File: src/rtl/rpn_pkg.sv
// Shared types and constants for the RPN stack calculator.
// Holds token and status codes, port widths and the multiply/divide
// control struct. No dependencies.
package rpn_pkg;

  // Port field widths, fixed by the item format
  localparam int ACTION_W    = 4;
  localparam int IN_VAL_W    = 32;
  localparam int OUT_TOP_W   = 32;
  localparam int OUT_DEPTH_W = 5;
  localparam int STATUS_W    = 3;

  // Default sizing of the operand stack
  localparam int STACK_DEPTH_DEF = 16;
  localparam int DATA_WIDTH_DEF  = 32;

  // Token actions
  typedef enum logic [ACTION_W-1:0] {
    ACT_PUSH    = 4'd0,
    ACT_ADD     = 4'd1,
    ACT_SUB     = 4'd2,
    ACT_MUL     = 4'd3,
    ACT_DIV     = 4'd4,
    ACT_DROP    = 4'd5,
    ACT_SWAP    = 4'd6,
    ACT_DUP     = 4'd7,
    ACT_UNKNOWN = 4'd8
  } action_t;

  // Result status codes
  typedef enum logic [STATUS_W-1:0] {
    ST_OK      = 3'd0,
    ST_FEW     = 3'd1,
    ST_UNKNOWN = 3'd2,
    ST_FULL    = 3'd3,
    ST_DIVZERO = 3'd4
  } status_t;

  // Request to the shared multiply/divide unit
  typedef struct packed {
    logic start;
    logic is_div;
  } md_ctrl_t;

endpackage

File: src/rtl/rpn_if.sv
// Valid/ready channel interfaces for the RPN calculator token and result items.
// Depends on rpn_pkg for the field widths.
interface rpn_in_if;
  logic                           valid;
  logic                           ready;
  logic [rpn_pkg::ACTION_W-1:0]   action;
  logic signed [rpn_pkg::IN_VAL_W-1:0] operand_value;

  modport source (output valid, output action, output operand_value, input ready);
  modport sink   (input valid, input action, input operand_value, output ready);
endinterface

interface rpn_out_if;
  logic                              valid;
  logic                              ready;
  logic signed [rpn_pkg::OUT_TOP_W-1:0] top_value;
  logic [rpn_pkg::OUT_DEPTH_W-1:0]   stack_depth;
  logic [rpn_pkg::STATUS_W-1:0]      status;

  modport source (output valid, output top_value, output stack_depth, output status,
                  input ready);
  modport sink   (input valid, input top_value, input stack_depth, input status,
                  output ready);
endinterface

File: src/rtl/rpn_muldiv.sv
// Iterative multiply and signed divide, one bit per cycle, DATA_WIDTH steps.
// Multiply keeps the low DATA_WIDTH bits; divide truncates toward zero.
// Depends on rpn_pkg for md_ctrl_t.
module rpn_muldiv #(
  parameter int DATA_WIDTH = rpn_pkg::DATA_WIDTH_DEF
) (
  input  logic                  clk,
  input  logic                  rst_n,
  input  rpn_pkg::md_ctrl_t     ctrl_i,
  input  logic [DATA_WIDTH-1:0] a_i,
  input  logic [DATA_WIDTH-1:0] b_i,
  output logic                  done_o,
  output logic [DATA_WIDTH-1:0] result_o
);
  import rpn_pkg::*;

  localparam int CNT_W = $clog2(DATA_WIDTH + 1);

  logic                  busy_r, busy_nxt;
  logic                  done_r, done_nxt;
  logic                  div_r, div_nxt;
  logic                  neg_r, neg_nxt;
  logic [CNT_W-1:0]      cnt_r, cnt_nxt;
  logic [DATA_WIDTH-1:0] x_r, x_nxt;
  logic [DATA_WIDTH-1:0] y_r, y_nxt;
  logic [DATA_WIDTH-1:0] acc_r, acc_nxt;

  logic [DATA_WIDTH:0]   rem_sh;
  logic [DATA_WIDTH:0]   rem_sub;
  logic                  rem_ge;
  logic [DATA_WIDTH-1:0] mag_a, mag_b;

  // Operand magnitudes for the divide
  assign mag_a = a_i[DATA_WIDTH-1] ? (~a_i + 1'b1) : a_i;
  assign mag_b = b_i[DATA_WIDTH-1] ? (~b_i + 1'b1) : b_i;

  // One restoring divide step: shift in the next dividend bit and try subtracting
  assign rem_sh  = {acc_r, x_r[DATA_WIDTH-1]};
  assign rem_sub = rem_sh - {1'b0, y_r};
  assign rem_ge  = (rem_sh >= {1'b0, y_r});

  always_comb begin
    busy_nxt = busy_r;
    done_nxt = 1'b0;
    div_nxt  = div_r;
    neg_nxt  = neg_r;
    cnt_nxt  = cnt_r;
    x_nxt    = x_r;
    y_nxt    = y_r;
    acc_nxt  = acc_r;
    if (ctrl_i.start) begin
      // Load operands and arm the step counter
      busy_nxt = 1'b1;
      div_nxt  = ctrl_i.is_div;
      neg_nxt  = a_i[DATA_WIDTH-1] ^ b_i[DATA_WIDTH-1];
      cnt_nxt  = CNT_W'(DATA_WIDTH);
      x_nxt    = ctrl_i.is_div ? mag_a : a_i;
      y_nxt    = ctrl_i.is_div ? mag_b : b_i;
      acc_nxt  = '0;
    end else if (busy_r) begin
      if (div_r) begin
        acc_nxt = rem_ge ? rem_sub[DATA_WIDTH-1:0] : rem_sh[DATA_WIDTH-1:0];
        x_nxt   = {x_r[DATA_WIDTH-2:0], rem_ge};
      end else begin
        // Shift-add: add the shifted multiplicand for each set multiplier bit
        acc_nxt = y_r[0] ? (acc_r + x_r) : acc_r;
        x_nxt   = {x_r[DATA_WIDTH-2:0], 1'b0};
        y_nxt   = {1'b0, y_r[DATA_WIDTH-1:1]};
      end
      cnt_nxt = cnt_r - 1'b1;
      if (cnt_r == CNT_W'(1)) begin
        busy_nxt = 1'b0;
        done_nxt = 1'b1;
      end
    end
  end

  always_ff @(posedge clk) begin
    if (!rst_n) begin
      busy_r <= 1'b0;
      done_r <= 1'b0;
    end else begin
      busy_r <= busy_nxt;
      done_r <= done_nxt;
    end
    div_r <= div_nxt;
    neg_r <= neg_nxt;
    cnt_r <= cnt_nxt;
    x_r   <= x_nxt;
    y_r   <= y_nxt;
    acc_r <= acc_nxt;
  end

  // Fix the quotient sign; the product sits in the accumulator
  assign done_o   = done_r;
  assign result_o = div_r ? (neg_r ? (~x_r + 1'b1) : x_r) : acc_r;

endmodule

File: src/rtl/rpn_stack_calculator_unit.sv
// RPN integer stack calculator: one token item in, one result item out.
// Each accepted token passes through S_EXEC and S_EMIT; swap adds S_SWAP for its second
// write to the single-port stack, mul and div add S_ARITH for the shared one-bit-a-step unit.
// Items are taken one at a time: a new token is accepted only back in S_IDLE, after
// the result has been loaded into the output register.
// Synchronous active-low reset empties the stack; stack memory contents are not cleared.
module rpn_stack_calculator_unit #(
  parameter int STACK_DEPTH = rpn_pkg::STACK_DEPTH_DEF,
  parameter int DATA_WIDTH  = rpn_pkg::DATA_WIDTH_DEF
) (
  input logic       clk,
  input logic       rst_n,
  rpn_in_if.sink    in_ch,
  rpn_out_if.source out_ch
);
  import rpn_pkg::*;

  localparam int AW = (STACK_DEPTH > 1) ? $clog2(STACK_DEPTH) : 1;
  localparam int CW = $clog2(STACK_DEPTH + 1);

  typedef enum logic [2:0] {
    S_IDLE,
    S_EXEC,
    S_SWAP,
    S_ARITH,
    S_EMIT
  } state_t;

  // Operand stack storage
  logic [DATA_WIDTH-1:0] stack_mem [STACK_DEPTH];

  state_t                 state_r, state_nxt;
  logic [CW-1:0]          cnt_r, cnt_nxt;
  action_t                act_r;
  logic [DATA_WIDTH-1:0]  opnd_r;
  logic [DATA_WIDTH-1:0]  rd_top_r, rd_next_r;
  logic [DATA_WIDTH-1:0]  res_top_r, res_top_nxt;
  status_t                res_stat_r, res_stat_nxt;
  logic                   out_valid_r, out_valid_nxt;
  logic [OUT_TOP_W-1:0]   out_top_r, out_top_nxt;
  logic [OUT_DEPTH_W-1:0] out_depth_r, out_depth_nxt;
  status_t                out_stat_r, out_stat_nxt;

  logic                   in_fire;
  logic [AW-1:0]          ra_top, ra_next;
  logic                   we;
  logic [AW-1:0]          waddr;
  logic [DATA_WIDTH-1:0]  wdata;
  logic                   has1, has2, full;
  logic [DATA_WIDTH-1:0]  top_keep;
  logic [DATA_WIDTH-1:0]  addsub;
  md_ctrl_t               md_ctrl;
  logic                   md_done;
  logic [DATA_WIDTH-1:0]  md_result;

  assign in_ch.ready = (state_r == S_IDLE);
  assign in_fire     = in_ch.valid && in_ch.ready;

  // Top and next-to-top addresses
  assign ra_top  = AW'(cnt_r - CW'(1));
  assign ra_next = AW'(cnt_r - CW'(2));

  assign has1     = (cnt_r != '0);
  assign has2     = (cnt_r > CW'(1));
  assign full     = (cnt_r == CW'(STACK_DEPTH));
  assign top_keep = has1 ? rd_top_r : '0;
  assign addsub   = (act_r == ACT_ADD) ? (rd_next_r + rd_top_r) : (rd_next_r - rd_top_r);

  // Shared multiply/divide, left operand is next-to-top
  rpn_muldiv #(
    .DATA_WIDTH (DATA_WIDTH)
  ) u_muldiv (
    .clk      (clk),
    .rst_n    (rst_n),
    .ctrl_i   (md_ctrl),
    .a_i      (rd_next_r),
    .b_i      (rd_top_r),
    .done_o   (md_done),
    .result_o (md_result)
  );

  // Write back and read both top entries when an item is taken
  always_ff @(posedge clk) begin
    if (we) begin
      stack_mem[waddr] <= wdata;
    end
    if (in_fire) begin
      rd_top_r  <= stack_mem[ra_top];
      rd_next_r <= stack_mem[ra_next];
    end
  end

  // Sequencer next state
  always_comb begin
    state_nxt     = state_r;
    cnt_nxt       = cnt_r;
    res_top_nxt   = res_top_r;
    res_stat_nxt  = res_stat_r;
    we            = 1'b0;
    waddr         = cnt_r[AW-1:0];
    wdata         = opnd_r;
    md_ctrl       = '0;
    out_valid_nxt = out_valid_r && !out_ch.ready;
    out_top_nxt   = out_top_r;
    out_depth_nxt = out_depth_r;
    out_stat_nxt  = out_stat_r;
    unique case (state_r)
      S_IDLE: begin
        if (in_fire) begin
          state_nxt = S_EXEC;
        end
      end
      S_EXEC: begin
        res_top_nxt  = top_keep;
        res_stat_nxt = ST_OK;
        state_nxt    = S_EMIT;
        unique case (act_r) inside
          ACT_PUSH: begin
            if (full) begin
              res_stat_nxt = ST_FULL;
            end else begin
              we          = 1'b1;
              cnt_nxt     = cnt_r + CW'(1);
              res_top_nxt = opnd_r;
            end
          end
          ACT_ADD, ACT_SUB: begin
            if (!has2) begin
              res_stat_nxt = ST_FEW;
            end else begin
              we          = 1'b1;
              waddr       = ra_next;
              wdata       = addsub;
              cnt_nxt     = cnt_r - CW'(1);
              res_top_nxt = addsub;
            end
          end
          ACT_MUL, ACT_DIV: begin
            if (!has2) begin
              res_stat_nxt = ST_FEW;
            end else if (act_r == ACT_DIV && rd_top_r == '0) begin
              res_stat_nxt = ST_DIVZERO;
            end else begin
              md_ctrl.start  = 1'b1;
              md_ctrl.is_div = (act_r == ACT_DIV);
              state_nxt      = S_ARITH;
            end
          end
          ACT_DROP: begin
            if (!has1) begin
              res_stat_nxt = ST_FEW;
            end else begin
              cnt_nxt     = cnt_r - CW'(1);
              res_top_nxt = has2 ? rd_next_r : '0;
            end
          end
          ACT_SWAP: begin
            if (!has2) begin
              res_stat_nxt = ST_FEW;
            end else begin
              we          = 1'b1;
              waddr       = ra_top;
              wdata       = rd_next_r;
              res_top_nxt = rd_next_r;
              state_nxt   = S_SWAP;
            end
          end
          ACT_DUP: begin
            if (!has1) begin
              res_stat_nxt = ST_FEW;
            end else if (full) begin
              res_stat_nxt = ST_FULL;
            end else begin
              we          = 1'b1;
              wdata       = rd_top_r;
              cnt_nxt     = cnt_r + CW'(1);
              res_top_nxt = rd_top_r;
            end
          end
          default: begin
            res_stat_nxt = ST_UNKNOWN;
          end
        endcase
      end
      S_SWAP: begin
        // Second half of the swap: old top goes one down
        we        = 1'b1;
        waddr     = ra_next;
        wdata     = rd_top_r;
        state_nxt = S_EMIT;
      end
      S_ARITH: begin
        if (md_done) begin
          we          = 1'b1;
          waddr       = ra_next;
          wdata       = md_result;
          cnt_nxt     = cnt_r - CW'(1);
          res_top_nxt = md_result;
          state_nxt   = S_EMIT;
        end
      end
      S_EMIT: begin
        // Hold until the output register is free
        if (!out_valid_r || out_ch.ready) begin
          out_valid_nxt = 1'b1;
          out_top_nxt   = OUT_TOP_W'(res_top_r);
          out_depth_nxt = OUT_DEPTH_W'(cnt_r);
          out_stat_nxt  = res_stat_r;
          state_nxt     = S_IDLE;
        end
      end
      default: begin
        state_nxt = S_IDLE;
      end
    endcase
  end

  // State, count and registered outputs
  always_ff @(posedge clk) begin
    if (!rst_n) begin
      state_r     <= S_IDLE;
      cnt_r       <= '0;
      out_valid_r <= 1'b0;
    end else begin
      state_r     <= state_nxt;
      cnt_r       <= cnt_nxt;
      out_valid_r <= out_valid_nxt;
    end
    if (in_fire) begin
      act_r  <= action_t'(in_ch.action);
      opnd_r <= DATA_WIDTH'(in_ch.operand_value);
    end
    res_top_r   <= res_top_nxt;
    res_stat_r  <= res_stat_nxt;
    out_top_r   <= out_top_nxt;
    out_depth_r <= out_depth_nxt;
    out_stat_r  <= out_stat_nxt;
  end

  assign out_ch.valid       = out_valid_r;
  assign out_ch.top_value   = out_top_r;
  assign out_ch.stack_depth = out_depth_r;
  assign out_ch.status      = out_stat_r;

endmodule

File: src/flat_wrapper.sv
// flat-port wrapper written by rule: the top's interface ports become plain ports
module rpn_stack_calculator_unit_flat import rpn_pkg::*;
#(
  parameter int STACK_DEPTH = rpn_pkg::STACK_DEPTH_DEF,
  parameter int DATA_WIDTH  = rpn_pkg::DATA_WIDTH_DEF
)
  (clk, rst_n, in_ch_valid, in_ch_action, in_ch_operand_value, in_ch_ready, out_ch_valid, out_ch_top_value, out_ch_stack_depth, out_ch_status, out_ch_ready);
  rpn_in_if in_ch_i ();
  rpn_out_if out_ch_i ();
  input logic clk;
  input logic rst_n;
  input wire logic [$bits(in_ch_i.valid)-1:0] in_ch_valid;
  input wire logic [$bits(in_ch_i.action)-1:0] in_ch_action;
  input wire logic [$bits(in_ch_i.operand_value)-1:0] in_ch_operand_value;
  output wire logic [$bits(in_ch_i.ready)-1:0] in_ch_ready;
  output wire logic [$bits(out_ch_i.valid)-1:0] out_ch_valid;
  output wire logic [$bits(out_ch_i.top_value)-1:0] out_ch_top_value;
  output wire logic [$bits(out_ch_i.stack_depth)-1:0] out_ch_stack_depth;
  output wire logic [$bits(out_ch_i.status)-1:0] out_ch_status;
  input wire logic [$bits(out_ch_i.ready)-1:0] out_ch_ready;
  assign in_ch_i.valid = in_ch_valid;
  assign in_ch_i.action = in_ch_action;
  assign in_ch_i.operand_value = in_ch_operand_value;
  assign in_ch_ready = in_ch_i.ready;
  assign out_ch_valid = out_ch_i.valid;
  assign out_ch_top_value = out_ch_i.top_value;
  assign out_ch_stack_depth = out_ch_i.stack_depth;
  assign out_ch_status = out_ch_i.status;
  assign out_ch_i.ready = out_ch_ready;
  rpn_stack_calculator_unit #(.STACK_DEPTH(STACK_DEPTH), .DATA_WIDTH(DATA_WIDTH)) u_core (.clk(clk), .rst_n(rst_n), .in_ch(in_ch_i), .out_ch(out_ch_i));
endmodule
File: config.mk
export PLATFORM = sky130hd
export DESIGN_NAME = rpn_stack_calculator_unit_flat
export DESIGN_NICKNAME = d
export VERILOG_FILES = /design/src/rtl/rpn_pkg.sv /design/src/rtl/rpn_if.sv /design/src/rtl/rpn_muldiv.sv /design/src/rtl/rpn_stack_calculator_unit.sv /design/src/flat_wrapper.sv
export SDC_FILE = /design/constraint.sdc
export NUM_CORES = 2
export LEC_CHECK = 0
export ABC_AREA = 1
export BUFFER_PORTS_ARGS = -buffer_cell sky130_fd_sc_hd__buf_4
export CORE_MARGIN = 2
export CORE_UTILIZATION = 25
export DETAILED_ROUTE_END_ITERATION = 12
export PLACE_DENSITY = 0.39
export SYNTH_ARGS = -nofsm -noshare
export SYNTH_HDL_FRONTEND = slang
export SYNTH_SLANG_ARGS = --single-unit
File: constraint.sdc
create_clock -name clk -period 11.1 [get_ports clk]
set_input_delay 2.775 -clock clk [delete_from_list [all_inputs] [get_ports clk]]
set_output_delay 2.775 -clock clk [all_outputs]
set_load 0.01 [all_outputs]
---- Yosys cells after proc, flatten, opt, wreduce, memory -nomap -nowiden ----
Memory sizes are Yosys's and may differ from the RTL's. A register that Yosys moved wholly into a read port is not among the register bits.
Index checks and enable logic that the tools add are counted.
cells by class
  $add $sub $neg .......................... 11
  multiply operators ...................... 0
  div/mod/pow operators ................... 0
  magnitude comparators ................... 2
  eq/ne operators ......................... 21
  shift operators ......................... 0
  multiplexer cells ....................... 79
  bitwise operators ....................... 6
  reduce and logical (&&, ||, !) cells .... 23
operator list
  cell                     count
  $mux W32                 29
  $pmux W32 S3             2
  $pmux W32 S5             1
  $add A32 B1 Y32 const B  3
  $not A32 Y32             3
  $add A32 B32 Y32         2
  $pmux W32 S2             1
  $sub A32 B32 Y32         2
  $ge A33 B32 Y1           1
  $logic_not A32 Y1        1
  $pmux W3 S5              2
  $mux W3                  9
  $mux W5                  5
  $pmux W5 S4              1
  $eq A4 B3 Y1 const B     4
  $mux W1                  15
  $mux W4                  3
  $pmux W4 S3              1
  $mux W2                  5
  $pmux W5 S2              1
  $ne A3 B2 Y1 const B     3
  $eq A4 B2 Y1 const B     2
  $pmux W4 S2              1
  $reduce_and A2 Y1        4
  29 further kinds         41
storage, ports and cells
  flip-flop bits (word level) ............. 226
  latch bits .............................. 0
  bits in writable memories ............... 512
  ROM bits ................................ 0
  bits of input ports ..................... 40
  output and inout port bits .............. 42
  word-level logic and storage cells ...... 161
  memories ................................ 1
memory list
  memory            words  bits a word  read ports  clocked after memory_dff  wr ports  RTL line                         text
  u_core.stack_mem  16     32           2           2                         1         rpn_stack_calculator_unit.sv:30  logic [DATA_WIDTH-1:0] stack_mem [STACK_DEPTH];

---- Longest topological paths before layout ----
  word-level depth ........................ 8
  mapped depth ............................ 27
  mapped depth without buffers ............ 27

---- Hierarchy ----
From an unflattened synthesis, not the netlist that was laid out.
unflattened totals
  cells, all modules ...................... 6,268
  area total of the unflattened synthesis .. 50,209.4 um2
by module, submodules not included
  module                     instances  cells an instance  area each (um2)  sequential area each (um2)
  rpn_stack_calculator_unit  1          4,322              38,359.3         20,810.0
  rpn_muldiv                 1          1,946              11,850.1         2,782.7

---- Worst setup path after synthesis ----
OpenSTA, ideal clock, no wires.
  path type ............................... input-to-reg
  start ................................... input in_ch_valid
  end ..................................... register u_core.act_r[0], enable pin
  library setup time ...................... 0.681 ns
  data arrival time ....................... 9.551 ns
  data required time ...................... 10.419 ns
  setup slack ............................. 0.868 ns
  cell stages on the path ................. 2
  path buffers ............................ 0
  path through ............................ inv_1 -> nor3_1
on the way
  cells in the longest elaborated chain, start to end .. 1
RTL lines
  what                  RTL line                          text
  start, declared       flat_wrapper.sv:12                input wire logic [$bits(in_ch_i.valid)-1:0] in_ch_valid;
  $logic_and A1 B1 Y1   rpn_stack_calculator_unit.sv:57   assign in_fire = in_ch.valid && in_ch.ready;
  via u_core.in_fire    rpn_stack_calculator_unit.sv:44   logic in_fire;
  end signal, assigned  rpn_stack_calculator_unit.sv:230  act_r <= action_t'(in_ch.action);
  end, declared         rpn_stack_calculator_unit.sv:34   action_t act_r;
The timed path passes the listed nets, and every way through them passes these cells.
A chain may end at the register's enable or synchronous reset.

---- Worst setup path in the final report ----
  start ................................... register u_core.rd_top_r[0] (read register of u_core.stack_mem)
  end ..................................... memory u_core.stack_mem[7][15] (netlist bit), data pin
on the way
  cells in the longest elaborated chain, start to end .. 5
  elaborated cells between the ends (all ways) .. 6
  those cells by class .................... add/sub: 2; mux: 4
RTL lines
  what                                                  RTL line                          text
  start, declared                                       rpn_stack_calculator_unit.sv:36   logic [DATA_WIDTH-1:0] rd_top_r, rd_next_r;
  $sub A32 B32 Y32 or $add A32 B32 Y32 (tied branches)  rpn_stack_calculator_unit.sv:67   assign addsub = (act_r == ACT_ADD) ? (rd_next_r + rd_top_r) : (rd_next_r - rd_top_r);
  $mux W32 *                                            rpn_stack_calculator_unit.sv:67
  $mux W32 *                                            rpn_stack_calculator_unit.sv:128  if (!has2) begin
  $pmux W32 S3 *                                        rpn_stack_calculator_unit.sv:117  unique case (act_r) inside
  $pmux W32 S3 *                                        rpn_stack_calculator_unit.sv:107  unique case (state_r)
  via u_core.wdata[15]                                  rpn_stack_calculator_unit.sv:48   logic [DATA_WIDTH-1:0] wdata;
  end, declared                                         rpn_stack_calculator_unit.sv:30
Mark *: on every way through the listed nets, which the timed path passes. The rest lies on a longest branch.

==> results.sh <==
export IMPL_clock_sinks=802
export IMPL_die_area_mm2=0.209
export IMPL_fin_area_mm2=0.0579
export IMPL_coreArea_mm2=0.204
export IMPL_cts_buffers=99
export IMPL_timing_hold_violations_final=0
export IMPL_hold_buffers=0
export IMPL_num_io_pins=82
export IMPL_hold_path_class="reg2reg"
export IMPL_layoutNonFillerInstCount=9234
export IMPL_vias_per_cell=5.10
export IMPL_cts_max_level=3
export IMPL_rsz0062_at_grt="no"
export IMPL_cts_resized=0
export IMPL_area_delta_synth_final_pct=13.0
export IMPL_post_cts_buffers=0
export IMPL_fin_crit_sh_pct=51.4
export IMPL_fmaxAchievable_ghz=0.175
export IMPL_rows=166
export IMPL_yosys_top_cells_count="nand2_1, o21ai_0, inv_1, edfxtp_1, nor2_1"
export IMPL_antenna_left=0
export IMPL_dr_pass1_iters=9
export IMPL_start_kind="flop"
export IMPL_synth_edf_count=753
export IMPL_antenna_found_initial=11
export IMPL_ys_seq_elements=802
export IMPL_max_slew_margin_pct=29.0
export IMPL_finalMaxSlewViolations=0
export IMPL_p_leak_uw=0.0233
export IMPL_cts_clk_slew_worst_paths_ns=0.06
export IMPL_outcome="finished clean"
export IMPL_arrival_ns=5.92
export IMPL_total_power_uw=14300
export IMPL_syn_avg_cell_area_um2=7.81
export IMPL_setup_viol=0
export IMPL_fillCellCount=21900
export IMPL_numPortBuffers=81
export IMPL_placed_cells=9047
export IMPL_grt_ovfl_total=0
export IMPL_cp_data_required_time_ns=11.31
export IMPL_worstSetupPathType="reg2reg"
export IMPL_grt_max_degree=237
export IMPL_wl_per_cell_um=25.2
export IMPL_clk_path_buf_depth=3
export IMPL_worst_pin_slew_ns=1.07
export IMPL_synth_distinct_cells=60
export IMPL_cts_root_buffer="clkbuf_16"
export IMPL_skew_ns=0.0665
export IMPL_layout_drive_gt1_share_pct=6.60
export IMPL_p_per_area_mw_per_mm2=248
export IMPL_synth_area_leaders="edfxtp_1, nand2_1, o21ai_0, inv_1, nand3_1"
export IMPL_drv_cap=0
export IMPL_tns_ns=0
export IMPL_routabilityCongestion=0.988
export IMPL_first_iter_violations=4640
export IMPL_yosys_area_top_type="edfxtp_1"
export IMPL_final_nets=6616
export IMPL_postRouteWirelength_um=233000
export IMPL_yosys_warnings=0
export IMPL_synth_cells=6562
export IMPL_yosys_most_used_dff="edfxtp_1"
export IMPL_yosys_cell_count_top_type="nand2_1"
export IMPL_period_minus_slack_ns=5.71
export IMPL_endpoint_kind="flop"
export IMPL_grt_pass1_vias=44600
export IMPL_track_usage_pct=21.7
export IMPL_drc=0
export IMPL_die_h_um=457
export IMPL_clk_latency_ns=0.79
export IMPL_grt_pass1_wl_um=329000
export IMPL_hpwl_um=160000
export IMPL_cts_tree="yes"
export IMPL_vdd_ir_drop_max_mv=0.147
export IMPL_die_w_um=457
export IMPL_ys_seq_area_share_pct=46.0
export IMPL_initial_core_util_pct=25.1
export IMPL_via_count=47100
export IMPL_ys_async_sr_fraction_pct=0
export IMPL_syn_nets=6717
export IMPL_netlist_area_mm2=0.0512
export IMPL_yosysTopAreaCellShare_pct=44.1
export IMPL_crit_fanout=16
export IMPL_dpl_instance_area_mm2=0.0545
kinds of logic after synthesis:
kind of cell	count (synthesis)	synth area share [%]
multiplexers	5	0.0977
flip-flops	802	46.0
AND/OR/NAND/NOR	2683	21.8
buffers and inverters	1189	9.10
XOR/XNOR	95	1.62
AO/OA/AOI/OAI	1673	18.5
adder cells (fa/ha/maj)	115	2.85
cell type report:
| type | count | area, um2 | area share, % |
|---|---|---|---|
| Sequential cell | 802 | 23600 | 40.8 |
| Multi-Input combinational cell | 4571 | 23200 | 40.1 |
| Timing Repair Buffer | 167 | 1290 | 2.23 |
| Antenna cell | 5 | 12.5 | 0.0216 |
| Clock inverter | 55 | 702 | 1.21 |
| Clock buffer | 126 | 2620 | 4.53 |
| Tap cell | 2688 | 3360 | 5.81 |
| Inverter | 820 | 3100 | 5.36 |
metrics by stage:
stage / hold slack [ns] / util, % / worst slack [ns]
3_3_place_gp: 0.401 / 26.7 / 5.59
3_5_place_dp: 0.406 / 26.7 / 5.57
4_1_cts: 0.419 / 28.3 / 5.54
2_1_floorplan: 0.400 / - / 0.868
6_report: 0.419 / 28.4 / 5.39
5_1_grt: 0.427 / 28.3 / 5.04
layer usage:
metal | up-vias | GRT usage [%] | wire (um)
met5 | - | 0 | 0
met4 | 0 | 7.98 | 9100
met3 | 356 | 2.95 | 13100
met2 | 1648 | 34.8 | 106000
met1 | 22800 | 29.6 | 105000
li1 | 22300 | - | -
final timing paths:
path | start | to | slack, ns | depth (start not counted)
worst max-delay path | u_core.rd_top_r[0]$_DFFE_PP_ | u_core.stack_mem[7][15]$_DFFE_PP_ | 5.39 | 25
worst min register to register | u_core.res_top_r[30]$_DFFE_PP_ | u_core.out_ch.top_value[30]$_DFFE_PP_ | 0.42 | 0
worst min-delay path | u_core.res_top_r[30]$_DFFE_PP_ | u_core.out_ch.top_value[30]$_DFFE_PP_ | 0.42 | 0
worst max register to register | u_core.rd_top_r[0]$_DFFE_PP_ | u_core.stack_mem[7][15]$_DFFE_PP_ | 5.39 | 25
registers in the layout (all words and copies together) (netlist names), 3 cells and up:
signal and count:
u_core.u_muldiv.cnt_r 6, u_core.out_ch.top_value 32, u_core.rd_top_r 32, u_core.u_muldiv.acc_r 32, u_core.rd_next_r 32, u_core.out_ch.status 3
u_core.opnd_r 32, u_core.res_top_r 32, u_core.state_r 3, u_core.out_ch.stack_depth 5, u_core.res_stat_r 3, u_core.u_muldiv.y_r 32
u_core.stack_mem 512, u_core.u_muldiv.x_r 32, u_core.act_r 4, u_core.cnt_r 5
placed cells by master (no fill, tap or decap), drive strengths merged, types with 43 or more instances in the layout:
master	netlist	routed
o22ai	66	66
nor2	528	528
nand4	48	48
inv	816	820
a21oi	429	429
buf	132	167
edfxtp	753	753
ha	112	112
xor2	75	75
a221oi	43	43
clkbuf	237	126
o211ai	153	153
nand3	502	502
o21ai	857	857
nand2	1529	1529
o221ai	76	76
dfxtp	49	49
report_power, final:
part / leakage, uW / internal [uW] / switching (uW) / total (uW)
registers: 0.00726 / 3860 / 552 / 4420
clock network: 0.00160 / 1980 / 1400 / 3370
logic: 0.0144 / 1720 / 4840 / 6560
total: 0.0233 / 7560 / 6790 / 14300
worst max-delay path: stages (launching register included):
cell and delay [ns]:
edfxtp_1 0.45, inv_1 0.25, ha_1 0.43, nand3_1 0.24
inv_1 0.19, nand2_1 0.09, nor2_1 0.38, inv_1 0.11
nor2_1 0.16, inv_1 0.07, o21ai_0 0.25, o21ai_0 0.21
ha_1 0.44, nand2_1 0.07, inv_1 0.08, nand2_1 0.09
nor3_1 0.14, nand2_1 0.07, nand2_1 0.23, a21oi_1 0.10
o21ai_0 0.10, nand3_1 0.11, nand2_1 0.10, nand2_1 0.05
nand2_1 0.06, nand3_1 0.66
Note: power is estimated with default switching activity, not from simulation.
